<file path="src/rtl/core/mbrtu_pkg.sv">
package mbrtu_pkg;

	// Request action codes
	localparam logic [1:0] ACT_POLL         = 2'd0;
	localparam logic [1:0] ACT_WRITE_SINGLE = 2'd1;
	localparam logic [1:0] ACT_WRITE_MULTI  = 2'd2;
	localparam logic [1:0] ACT_UNSUPPORTED  = 2'd3;

	// Configuration register indexes
	localparam int unsigned CFG_IDX_W = 2;
	localparam logic [CFG_IDX_W-1:0] REG_SLAVE_ADDRESS = 2'd0;
	localparam logic [CFG_IDX_W-1:0] REG_POLL_FIRST    = 2'd1;
	localparam logic [CFG_IDX_W-1:0] REG_POLL_LAST     = 2'd2;
	localparam logic [CFG_IDX_W-1:0] REG_LINK_ENABLED  = 2'd3;
	localparam int unsigned CFG_DATA_W = 16;

	// Modbus function codes and fixed payload bytes
	localparam logic [7:0] FC_READ_HOLDING = 8'h03;
	localparam logic [7:0] FC_WRITE_SINGLE = 8'h06;
	localparam logic [7:0] FC_WRITE_MULTI  = 8'h10;
	localparam logic [7:0] MULTI_QTY_HI    = 8'h00;
	localparam logic [7:0] MULTI_QTY_LO    = 8'h01;
	localparam logic [7:0] MULTI_BYTE_CNT  = 8'h02;

	// CRC-16 (Modbus)
	localparam logic [15:0] CRC_INIT = 16'hFFFF;
	localparam logic [15:0] CRC_POLY = 16'hA001;

	// Frame byte positions
	localparam int unsigned IDX_W = 4;
	localparam logic [IDX_W-1:0] SHORT_DATA_LEN = 4'd6;
	localparam logic [IDX_W-1:0] LONG_DATA_LEN  = 4'd9;

	typedef enum logic {
		ST_IDLE,
		ST_SEND
	} state_t;

	typedef struct packed {
		logic       init;
		logic       upd;
		logic [7:0] data;
	} crc_ctl_t;

endpackage

</file>
<file path="src/rtl/core/mbrtu_req_if.sv">
interface mbrtu_req_if;
	logic        valid;
	logic        ready;
	logic [1:0]  action;
	logic [15:0] register_address;
	logic [15:0] register_value;

	modport source (output valid, action, register_address, register_value, input ready);
	modport sink (input valid, action, register_address, register_value, output ready);
endinterface

</file>
<file path="src/rtl/core/mbrtu_rsp_if.sv">
interface mbrtu_rsp_if;
	logic       valid;
	logic       ready;
	logic [7:0] tx_byte;
	logic       last_byte;

	modport source (output valid, tx_byte, last_byte, input ready);
	modport sink (input valid, tx_byte, last_byte, output ready);
endinterface

</file>
<file path="src/rtl/core/mbrtu_cfg_if.sv">
interface mbrtu_cfg_if;
	logic                              valid;
	logic                              ready;
	logic [mbrtu_pkg::CFG_IDX_W-1:0]   index;
	logic [mbrtu_pkg::CFG_DATA_W-1:0]  data;

	modport source (output valid, index, data, input ready);
	modport sink (input valid, index, data, output ready);
endinterface

</file>
<file path="src/rtl/core/mbrtu_crc.sv">
module mbrtu_crc (
	input  logic                clk,
	input  logic                arst_n,
	input  mbrtu_pkg::crc_ctl_t ctl,
	output logic [15:0]         crc
);

	logic [15:0] crc_q;
	logic [15:0] crc_nxt;

	// Fold one byte through the reflected polynomial, one bit per step
	always_comb begin
		crc_nxt = crc_q ^ {8'h00, ctl.data};
		for (int i = 0; i < 8; i++) begin
			if (crc_nxt[0]) begin
				crc_nxt = (crc_nxt >> 1) ^ mbrtu_pkg::CRC_POLY;
			end else begin
				crc_nxt = crc_nxt >> 1;
			end
		end
	end

	always_ff @(posedge clk or negedge arst_n) begin
		if (!arst_n) begin
			crc_q <= mbrtu_pkg::CRC_INIT;
		end else if (ctl.init) begin
			crc_q <= mbrtu_pkg::CRC_INIT;
		end else if (ctl.upd) begin
			crc_q <= crc_nxt;
		end
	end

	assign crc = crc_q;

endmodule

</file>
<file path="src/rtl/core/mbrtu_framer.sv">
module mbrtu_framer (
	input  logic                 clk,
	input  logic                 arst_n,
	mbrtu_req_if.sink            req,
	mbrtu_rsp_if.source          rsp,
	input  logic [7:0]           slave_address,
	input  logic [15:0]          poll_first_register,
	input  logic [15:0]          poll_last_register,
	input  logic                 link_enabled,
	input  logic [15:0]          crc,
	output mbrtu_pkg::crc_ctl_t  crc_ctl
);

	mbrtu_pkg::state_t state_q, state_nxt;

	logic [mbrtu_pkg::IDX_W-1:0] idx_q;
	logic                        multi_q;
	logic [7:0]                  func_q;
	logic [15:0]                 w1_q;
	logic [15:0]                 w2_q;

	logic       rsp_valid_q;
	logic [7:0] rsp_byte_q;
	logic       rsp_last_q;

	logic                        accept;
	logic                        go;
	logic                        load;
	logic [7:0]                  cur_byte;
	logic [mbrtu_pkg::IDX_W-1:0] data_len;
	logic                        is_data;
	logic                        is_last;
	logic [7:0]                  func_nxt;

	assign req.ready = (state_q == mbrtu_pkg::ST_IDLE);
	assign accept    = req.valid && req.ready;
	// drop the request when the link is closed or the action is unsupported
	assign go        = accept && link_enabled && (req.action != mbrtu_pkg::ACT_UNSUPPORTED);

	assign data_len = multi_q ? mbrtu_pkg::LONG_DATA_LEN : mbrtu_pkg::SHORT_DATA_LEN;
	assign is_data  = idx_q < data_len;
	assign is_last  = idx_q == (data_len + mbrtu_pkg::IDX_W'(1));
	assign load     = (state_q == mbrtu_pkg::ST_SEND) && (!rsp_valid_q || rsp.ready);

	always_comb begin
		case (req.action)
			mbrtu_pkg::ACT_POLL:         func_nxt = mbrtu_pkg::FC_READ_HOLDING;
			mbrtu_pkg::ACT_WRITE_SINGLE: func_nxt = mbrtu_pkg::FC_WRITE_SINGLE;
			default:                     func_nxt = mbrtu_pkg::FC_WRITE_MULTI;
		endcase
	end

	always_comb begin
		case (idx_q)
			4'd0:    cur_byte = slave_address;
			4'd1:    cur_byte = func_q;
			4'd2:    cur_byte = w1_q[15:8];
			4'd3:    cur_byte = w1_q[7:0];
			4'd4:    cur_byte = multi_q ? mbrtu_pkg::MULTI_QTY_HI : w2_q[15:8];
			4'd5:    cur_byte = multi_q ? mbrtu_pkg::MULTI_QTY_LO : w2_q[7:0];
			4'd6:    cur_byte = multi_q ? mbrtu_pkg::MULTI_BYTE_CNT : crc[7:0];
			4'd7:    cur_byte = multi_q ? w2_q[15:8] : crc[15:8];
			4'd8:    cur_byte = w2_q[7:0];
			4'd9:    cur_byte = crc[7:0];
			4'd10:   cur_byte = crc[15:8];
			default: cur_byte = 8'h00;
		endcase
	end

	always_comb begin
		state_nxt = state_q;
		case (state_q)
			mbrtu_pkg::ST_IDLE: begin
				if (go) begin
					state_nxt = mbrtu_pkg::ST_SEND;
				end
			end
			mbrtu_pkg::ST_SEND: begin
				if (load && is_last) begin
					state_nxt = mbrtu_pkg::ST_IDLE;
				end
			end
			default: state_nxt = mbrtu_pkg::ST_IDLE;
		endcase
	end

	assign crc_ctl.init = go;
	assign crc_ctl.upd  = load && is_data;
	assign crc_ctl.data = cur_byte;

	always_ff @(posedge clk or negedge arst_n) begin
		if (!arst_n) begin
			state_q     <= mbrtu_pkg::ST_IDLE;
			idx_q       <= '0;
			rsp_valid_q <= 1'b0;
		end else begin
			state_q <= state_nxt;
			if (go) begin
				idx_q <= '0;
			end else if (load) begin
				idx_q <= idx_q + mbrtu_pkg::IDX_W'(1);
			end
			if (load) begin
				rsp_valid_q <= 1'b1;
			end else if (rsp.ready) begin
				rsp_valid_q <= 1'b0;
			end
		end
	end

	always_ff @(posedge clk) begin
		if (go) begin
			multi_q <= req.action == mbrtu_pkg::ACT_WRITE_MULTI;
			func_q  <= func_nxt;
			if (req.action == mbrtu_pkg::ACT_POLL) begin
				w1_q <= poll_first_register;
				w2_q <= poll_last_register - poll_first_register + 16'd1;
			end else begin
				w1_q <= req.register_address;
				w2_q <= req.register_value;
			end
		end
		if (load) begin
			rsp_byte_q <= cur_byte;
			rsp_last_q <= is_last;
		end
	end

	assign rsp.valid     = rsp_valid_q;
	assign rsp.tx_byte   = rsp_byte_q;
	assign rsp.last_byte = rsp_last_q;

	a_idx_bound: assert property (@(posedge clk) disable iff (!arst_n)
		(state_q == mbrtu_pkg::ST_SEND) |-> (idx_q <= data_len + mbrtu_pkg::IDX_W'(1)))
		else $error("frame index ran past the CRC high byte");

	a_last_ends: assert property (@(posedge clk) disable iff (!arst_n)
		(load && is_last) |=> (state_q == mbrtu_pkg::ST_IDLE && rsp_last_q))
		else $error("frame did not close after its last byte");

	a_crc_seed: assert property (@(posedge clk) disable iff (!arst_n)
		go |=> (crc == mbrtu_pkg::CRC_INIT && idx_q == '0))
		else $error("CRC not seeded at frame start");

endmodule

</file>
<file path="src/rtl/core/modbus_rtu_request_encoder.sv">
// A frame request enters the send state, which then registers the first frame byte.
// Throughput: one byte per cycle while the sink takes them; 8 bytes for poll and
//   write-single, 11 for write-multiple; no new request is taken until a frame ends.
// The bytewise CRC unit, shared by every data byte, sets the pace of one byte a cycle.
// Dropped requests (link closed, unsupported action) leave the block idle and ready.
// Reset (arst_n low, asynchronous) clears the sequencer and loads register defaults.
module modbus_rtu_request_encoder (
	input  logic        clk,
	input  logic        arst_n,
	mbrtu_req_if.sink   req,
	mbrtu_rsp_if.source rsp,
	mbrtu_cfg_if.sink   cfg
);

	// Configuration registers
	logic [7:0]  slave_address_q;
	logic [15:0] poll_first_q;
	logic [15:0] poll_last_q;
	logic        link_enabled_q;

	mbrtu_pkg::crc_ctl_t crc_ctl;
	logic [15:0]         crc;

	// Take every configuration transaction at once; a write lands whatever the
	// sequencer is doing, so the host writes only while no frame is in flight
	assign cfg.ready = 1'b1;

	always_ff @(posedge clk or negedge arst_n) begin
		if (!arst_n) begin
			slave_address_q <= 8'h01;
			poll_first_q    <= 16'h0000;
			poll_last_q     <= 16'h0000;
			link_enabled_q  <= 1'b0;
		end else if (cfg.valid && cfg.ready) begin
			case (cfg.index)
				mbrtu_pkg::REG_SLAVE_ADDRESS: slave_address_q <= cfg.data[7:0];
				mbrtu_pkg::REG_POLL_FIRST:    poll_first_q    <= cfg.data;
				mbrtu_pkg::REG_POLL_LAST:     poll_last_q     <= cfg.data;
				mbrtu_pkg::REG_LINK_ENABLED:  link_enabled_q  <= cfg.data[0];
				default: ;
			endcase
		end
	end

	// Sequencer: walk the frame bytes, feed each data byte to the CRC unit,
	// then append CRC low and high bytes
	mbrtu_framer u_framer (
		.clk                 (clk),
		.arst_n              (arst_n),
		.req                 (req),
		.rsp                 (rsp),
		.slave_address       (slave_address_q),
		.poll_first_register (poll_first_q),
		.poll_last_register  (poll_last_q),
		.link_enabled        (link_enabled_q),
		.crc                 (crc),
		.crc_ctl             (crc_ctl)
	);

	// Shared CRC-16 unit: seed at frame start, advance one byte per data-byte load
	mbrtu_crc u_crc (
		.clk    (clk),
		.arst_n (arst_n),
		.ctl    (crc_ctl),
		.crc    (crc)
	);

endmodule

</file>
<file path="src/flat_wrapper.sv">
// flat-port wrapper written by rule: the top's interface ports become plain ports
module modbus_rtu_request_encoder_flat 
  (clk, arst_n, req_valid, req_action, req_register_address, req_register_value, req_ready, rsp_valid, rsp_tx_byte, rsp_last_byte, rsp_ready, cfg_valid, cfg_index, cfg_data, cfg_ready);
  mbrtu_req_if req_i ();
  mbrtu_rsp_if rsp_i ();
  mbrtu_cfg_if cfg_i ();
  input  logic clk;
  input  logic arst_n;
  input wire logic [$bits(req_i.valid)-1:0] req_valid;
  input wire logic [$bits(req_i.action)-1:0] req_action;
  input wire logic [$bits(req_i.register_address)-1:0] req_register_address;
  input wire logic [$bits(req_i.register_value)-1:0] req_register_value;
  output wire logic [$bits(req_i.ready)-1:0] req_ready;
  output wire logic [$bits(rsp_i.valid)-1:0] rsp_valid;
  output wire logic [$bits(rsp_i.tx_byte)-1:0] rsp_tx_byte;
  output wire logic [$bits(rsp_i.last_byte)-1:0] rsp_last_byte;
  input wire logic [$bits(rsp_i.ready)-1:0] rsp_ready;
  input wire logic [$bits(cfg_i.valid)-1:0] cfg_valid;
  input wire logic [$bits(cfg_i.index)-1:0] cfg_index;
  input wire logic [$bits(cfg_i.data)-1:0] cfg_data;
  output wire logic [$bits(cfg_i.ready)-1:0] cfg_ready;
  assign req_i.valid = req_valid;
  assign req_i.action = req_action;
  assign req_i.register_address = req_register_address;
  assign req_i.register_value = req_register_value;
  assign req_ready = req_i.ready;
  assign rsp_valid = rsp_i.valid;
  assign rsp_tx_byte = rsp_i.tx_byte;
  assign rsp_last_byte = rsp_i.last_byte;
  assign rsp_i.ready = rsp_ready;
  assign cfg_i.valid = cfg_valid;
  assign cfg_i.index = cfg_index;
  assign cfg_i.data = cfg_data;
  assign cfg_ready = cfg_i.ready;
  modbus_rtu_request_encoder u_core (.clk(clk), .arst_n(arst_n), .req(req_i), .rsp(rsp_i), .cfg(cfg_i));
endmodule
</file>
<file path="config.mk">
export PLATFORM = sky130hd
export DESIGN_NAME = modbus_rtu_request_encoder_flat
export DESIGN_NICKNAME = d
export VERILOG_FILES = /design/src/rtl/core/mbrtu_pkg.sv /design/src/rtl/core/mbrtu_req_if.sv /design/src/rtl/core/mbrtu_rsp_if.sv /design/src/rtl/core/mbrtu_cfg_if.sv /design/src/rtl/core/mbrtu_crc.sv /design/src/rtl/core/mbrtu_framer.sv /design/src/rtl/core/modbus_rtu_request_encoder.sv /design/src/flat_wrapper.sv
export SDC_FILE = /design/constraint.sdc
export NUM_CORES = 1
export LEC_CHECK = 0
export ABC_AREA = 0
export BUFFER_PORTS_ARGS = -buffer_cell sky130_fd_sc_hd__buf_2
export CAP_MARGIN = 20
export CORE_MARGIN = 4
export CORE_UTILIZATION = 59
export DETAILED_ROUTE_END_ITERATION = 8
export GPL_TIMING_DRIVEN = 0
export PLACE_DENSITY = 0.9
export SETUP_SLACK_MARGIN = 0.4
export SLEW_MARGIN = 15
export SYNTH_ARGS = -nofsm -noshare
export SYNTH_HDL_FRONTEND = slang
export SYNTH_HIERARCHICAL = 1
export SYNTH_SLANG_ARGS = --single-unit
export TNS_END_PERCENT = 1
</file>
<file path="constraint.sdc">
create_clock -name clk -period 6.19 [get_ports clk]
set_input_delay 1.238 -clock clk [delete_from_list [all_inputs] [get_ports clk]]
set_output_delay 1.238 -clock clk [all_outputs]
set_load 0.01 [all_outputs]
</file>
; ---- Yosys cells after proc, flatten, opt, wreduce, memory -nomap -nowiden
; Index checks and enable logic that the tools add are counted.
[totals]
ff_bits = 113
inputBits = 57
output_inout_bits = 12
elab_cells = 90
[op_classes]
n_addsub = 4
order_cmp = 1
eq_ne = 17
n_mux = 26
bitwise_logic = 10
reduce_logical = 18
[op_table]
columns = operator, count
row1 = $mux 16, 12
row2 = $pmux 8 s11, 1
row3 = $mux 8, 4
row4 = $not 2->3, 8
row5 = $add 16x1->16 const B, 1
row6 = $eq 4x3->1 const B, 4
row7 = $sub 16x16->16, 1
row8 = $xor 16x8->16, 1
row9 = $eq 4x4->1 const B, 3
row10 = $mux 4, 3
row11 = $pmux 5 s2, 1
row12 = $add 4x1->4 const B, 2
row13 = $eq 4x2->1 const B, 2
row14 = $reduce_and 2->1, 4
row15 = $eq 2x2->1 const B, 3
row16 = $logic_and 1x1->1, 6
row17 = $reduce_bool 2->1, 3
row18 = $eq 2x1->1 const B, 2
row19 = $eq 4x1->1 const B, 1
row20 = $eq 4x4->1, 1
row21 = $logic_not 2->1, 2
row22 = $logic_not 4->1, 1
row23 = $lt 4x4->1, 1
row24 = $mux 1, 4
row25 = 5 further kinds, 5

; ---- Longest topological paths before layout
[depth]
word_depth = 21
ltp_mapped = 13

; ---- Cells and area by module
; Netlist, hierarchy kept.
[modules_own_cells]
columns = module, n_inst, cells_per_inst, area_each_um2, seq_area_each_um2
row1 = mbrtu_framer, 1, 410, 3886.2, 1531.5
row2 = modbus_rtu_request_encoder, 1, 90, 1567.8, 1027.2
row3 = mbrtu_crc, 1, 85, 897.1, 420.4

; ---- Worst setup path after synthesis
; No wires, ideal clock.
[synth_path]
kind = input port to flip-flop
start = input port req_action[1]
end = register u_core.u_crc.crc_q[14] (netlist: u_core/u_crc/crc[14])
arrival_ns = 5.365
t_required_ns = 6.108
path_slack_ns = 0.744
path_stages = 5
path_buffers = 1
cell_sequence = a211oi_1 buf_4 and2b_2 and3_1 nor3_1
[synth_lines]
columns = element, line_no
row1 = from (decl), flat_wrapper.sv:10  ; input wire logic [$bits(req_i.action)-1:0] req_action;
row2 = to (signal assigned), mbrtu_crc.sv:25  ; crc_q <= mbrtu_pkg::CRC_INIT;
row3 = to (signal assigned), mbrtu_crc.sv:27  ; crc_q <= mbrtu_pkg::CRC_INIT;
row4 = to (signal assigned), mbrtu_crc.sv:29  ; crc_q <= crc_nxt;
row5 = to (decl), mbrtu_crc.sv:8  ; logic [15:0] crc_q;

==> results by stage <==
GRT:
- The via count of the first global-routing pass is 4,913.
- The first global-routing pass estimated 24.9 mm of wire.
- The number of antenna violations at the first check in global routing is 0.
- In the global route stage, overall resource usage came out at 25.2%.
- The largest net degree at the start of global routing is 64.
- The total overflow left after global routing is 0.

Clock tree:
- The maximum number of buffers from clock root to sink is 2.
- The maximum level of the CTS H-tree is 3.
- Once the clock tree was built, the setup fixing pass inserted 0 buffers.
- Clock-pin slew was measured on the worst setup and hold paths at 110 ps.
- Gates resized during post-CTS repair numbered 0.
- The total CTS buffers is 9.
- In this run the clock root is driven by a sky130_fd_sc_hd__clkbuf_8.
- Counting every sink on the clock net gives 109.
- The clock latency of the later-clocked register in the worst-skew pair is 380 ps.
- TritonCTS built the clock tree.
- The hold buffer count at CTS is 0.

Yosys:
- The share of the Yosys chip area taken by registers is 46.9%.
- After synthesis the netlist holds a flip-flop and latch count of 109.
- Summing the areas of all xor and xnor instances in the mapped netlist gives 4.35% of the synthesized area.
- The dominant register cell in the synthesized netlist is sky130_fd_sc_hd__edfxtp_1.
- The post-synthesis area per instance is 10.9 um2.
- For this run, the number of Yosys warnings is 6.
- Yosys mapped the design onto 74 distinct sky130hd cell types.
- Of the post-synthesis cell area, the part taken by muxes is 8.65%.
- The share of synthesized area in the top cell type comes to 21.7%.
- After synthesis the cells add up to 6350 um2.
- The fraction of registers with async set or reset after synthesis is 57.8%.
- Sorting the synthesized cells by how often they occur yields sky130_fd_sc_hd__nand2_1, sky130_fd_sc_hd__dfrtp_1, sky130_fd_sc_hd__edfxtp_1, sky130_fd_sc_hd__mux2_2, sky130_fd_sc_hd__ha_1.
- The most common cell in the netlist is sky130_fd_sc_hd__nand2_1.
- The post-synthesis compound-gate area fraction is 16.3%.
- The cell taking the most area after synthesis is sky130_fd_sc_hd__edfxtp_1.
- Of the total synthesized cell area, the portion taken by AND, OR, NAND and NOR gates is 12.0%.
- After synthesis, the cell types taking the most area are sky130_fd_sc_hd__edfxtp_1, sky130_fd_sc_hd__dfrtp_1, sky130_fd_sc_hd__mux2_2, sky130_fd_sc_hd__ha_1, sky130_fd_sc_hd__dfstp_2.
- The post-synthesis cell count is 585.
- After synthesis, the largest family of logic cells by area is compound AO/OA/AOI/OAI gates.
- Yosys mapped a number of flops with a built-in enable equal to 46.
- Summing the areas of all fa, ha and maj instances in the mapped netlist gives 7.60% of the synthesized area.
- The post-synthesis net count is 680.

STA:
- The worst setup margin is 2550 ps.
- Static timing analysis puts the maximum clock frequency at 275 MHz.
- The final max-slew violation count was 0.
- The time the final worst path needs with I/O delays and setup is 3640 ps.
- Setup violations remaining at the end of the flow were counted as 0.
- Setup repair after global routing left no endpoint under its margin.
- Dividing the final minimum period by the clock period gives 58.8%.
- Headroom to the max-slew limit came out at 45.7%.
- The total negative slack for setup checks is 0 ps.
- The actual transition at the worst max-transition pin is 814 ps.
- Clock skew on the completed layout was measured at 15.5 ps.
- The number of endpoints with negative hold slack in the final report is 0.
- The worst-case hold slack is 517 ps.

Worst setup path:
- The endpoint kind of the worst setup timing path is a flip-flop.
- The critical path class is reg -> reg.
- The endpoint arrival time on the critical path is 3920 ps.
- The origin of the worst setup path is u_core/u_framer/idx_q[0]$_DFFE_PN0P_.
- The slack of the worst reg-to-reg path is 2550 ps.
- In this run the critical register-to-register path is launched from u_core/u_framer/idx_q[0]$_DFFE_PN0P_.
- The maximum net fanout on the critical path is 10.
- The worst setup path is launched from a flip-flop.
- The required time at the worst-slack endpoint is 6470 ps.

Job:
- Across the run, the number of max-cap violations was 0.

Placed design:
- OpenSTA, run right after detailed placement, puts the worst setup slack at 2680 ps.
- The quantity of I/O buffers inserted on ports is 67.
- The placer congestion estimate is 0.958.
- Summed over all nets, the half-perimeter wirelength after detailed placement is 12.1 mm.

Routing:
- After detailed routing, the average wire length per cell comes to 19.5 um.
- After the first detailed-routing iteration, the DRC count stood at 504.
- For this run, design rule violations remaining after detail routing come to 0.
- The via density per instance is 6.10.
- The count of nets left with antenna violations once routing finished came out at 0.
- The first detailed-routing pass ran for 5 iterations.
- The routed design has 15.7 mm of wire.
- The count of vias placed by the detailed router is 4,918.

Layout:
- The number of nets in the layout is 760.
- The filler cells instantiated in the layout total 751.
- The area added between synthesis and finish is 12.0%.
- Cells with a size suffix above 1 make up 29.0% of the layout.
- The number of antenna diodes in the final layout is 0.
- At the end of the flow the core is filled with cells to 68.3%.

Power:
- Summed over all cells, the static leakage comes to 3.08 nW.
- In this run the power density over the cells is 506 nW/um2.
- The peak supply drop is 0.919 mV.
- Power comes to 3.60 mW.

Floorplanning:
- From left edge to right edge, the die measures 112 um.
- The starting utilization of the core area is 61.0%.
- The die covers 12,500 um2.
- The vertical die dimension is 112 um.
- After floorplanning, the core was sized to cover 10,400 um2.
- The count of boundary I/O pins is 69.
- The standard-cell row count is 37.

Outcome:
- The flow ran to the end, and the final reports show no timing, DRC or antenna violations.

Hold path:
- The worst hold path begins at u_core/link_enabled_q$_DFFE_PN0P_.
- The min-delay analysis places its worst path in the category reg -> reg.
registers in the layout, summed over array words and instances, names as in the netlist:
register and cells:
u_core/u_framer/w1_q 16, u_core/poll_first_q 16, u_core/u_framer/rsp.tx_byte 8, u_core/poll_last_q 16, u_core/slave_address_q 8, u_core/u_framer/w2_q 16
u_core/u_framer/rsp.valid 1, u_core/u_crc/crc 16, u_core/u_framer/idx_q 4, u_core/u_framer/func_q 4, u_core/u_framer/state_q 1, u_core/u_framer/rsp.last_byte 1
u_core/link_enabled_q 1, u_core/u_framer/multi_q 1
where the power goes:
group / internal [mW] / switching, mW
clock: 0.198 / 0.257
sequential: 1.01 / 0.140
combinational: 0.887 / 1.11
total: 2.09 / 1.51
cells by family after synthesis:
kind of cell             after synthesis
multiplexers                          49
buffers and inverters                 61
AO/OA/AOI/OAI                        143
adder cells (fa/ha/maj)               38
AND/OR/NAND/NOR                      155
XOR/XNOR                              29
other                                  1
flip-flops                           109
layout by cell type, fill, tap and decap left out, drive strengths merged, types with 3 or more instances in the layout:
cell type	netlist	layout
nand3	14	14
dfrtp	46	46
a211o	7	7
o211ai	5	5
a221oi	5	5
clkbuf	15	24
xor2	9	9
dfstp	17	17
a22oi	11	11
a21o	4	4
ha	37	37
a211oi	9	9
nor3	7	7
a21oi	26	26
a222oi	6	6
nor2	31	31
o21ai	36	36
or2	9	9
and3	3	3
a221o	3	3
a32o	3	3
clkinv	0	3
xnor2	19	19
a31oi	3	3
inv	31	34
a22o	7	7
and2	8	8
nand3b	3	3
mux2	47	47
or3	3	3
nor3b	3	3
nor2b	5	5
nand2	62	62
buf	15	84
o311ai	3	3
nand2b	4	4
edfxtp	46	46
o31ai	4	4
per-layer routing:
metal	track usage, %	wire length, um
met5	0	0
met4	9.57	507
met3	5.00	1170
met2	42.8	7790
met1	31.9	6280
worst paths after layout:
path                                                         end  depth (start not counted)
setup / recovery                u_core/u_crc/crc[14]$_DFFE_PN1P_                         13
hold / removal                 u_core/link_enabled_q$_DFFE_PN0P_                          1
setup reg to reg                u_core/u_crc/crc[14]$_DFFE_PN1P_                         13
hold reg to reg                u_core/link_enabled_q$_DFFE_PN0P_                          1
max in group asynchronous      u_core/poll_last_q[6]$_DFFE_PN0P_                          1
min in group asynchronous  u_core/u_framer/rsp.valid$_DFFE_PN0P_                          1
worst max-delay path, cell delays in order (launching register included):
cell and delay (ps):
sky130_fd_sc_hd__dfrtp_1 450, sky130_fd_sc_hd__inv_1 150, sky130_fd_sc_hd__ha_1 160, sky130_fd_sc_hd__clkbuf_1 350, sky130_fd_sc_hd__clkbuf_1 420, sky130_fd_sc_hd__nand3_1 110
sky130_fd_sc_hd__o21ai_0 90, sky130_fd_sc_hd__a21oi_1 60, sky130_fd_sc_hd__o221ai_1 350, sky130_fd_sc_hd__xnor2_1 210, sky130_fd_sc_hd__xnor2_1 250, sky130_fd_sc_hd__xnor3_2 520
sky130_fd_sc_hd__and3_1 190, sky130_fd_sc_hd__nor3_1 220
area by class of cell:
cell class                      count  area, um2  area share [%]
Clock inverter                      7       92.6            1.30
Buffer                             30        148            2.08
Tap cell                          136        170            2.39
Timing Repair Buffer               69        364            5.12
Clock buffer                        9        124            1.74
Multi-Input combinational cell    415       3120            43.9
Sequential cell                   109       2980            41.9
Inverter                           31        116            1.64
per-stage QoR:
step           area (um2)  cells
2_1_floorplan        6350    585
3_3_place_gp         6860    788
3_5_place_dp         6900    790
4_1_cts              7110    806
5_1_grt              7110    806
6_report             7110    806
Power figures use the tool's default switching activity.
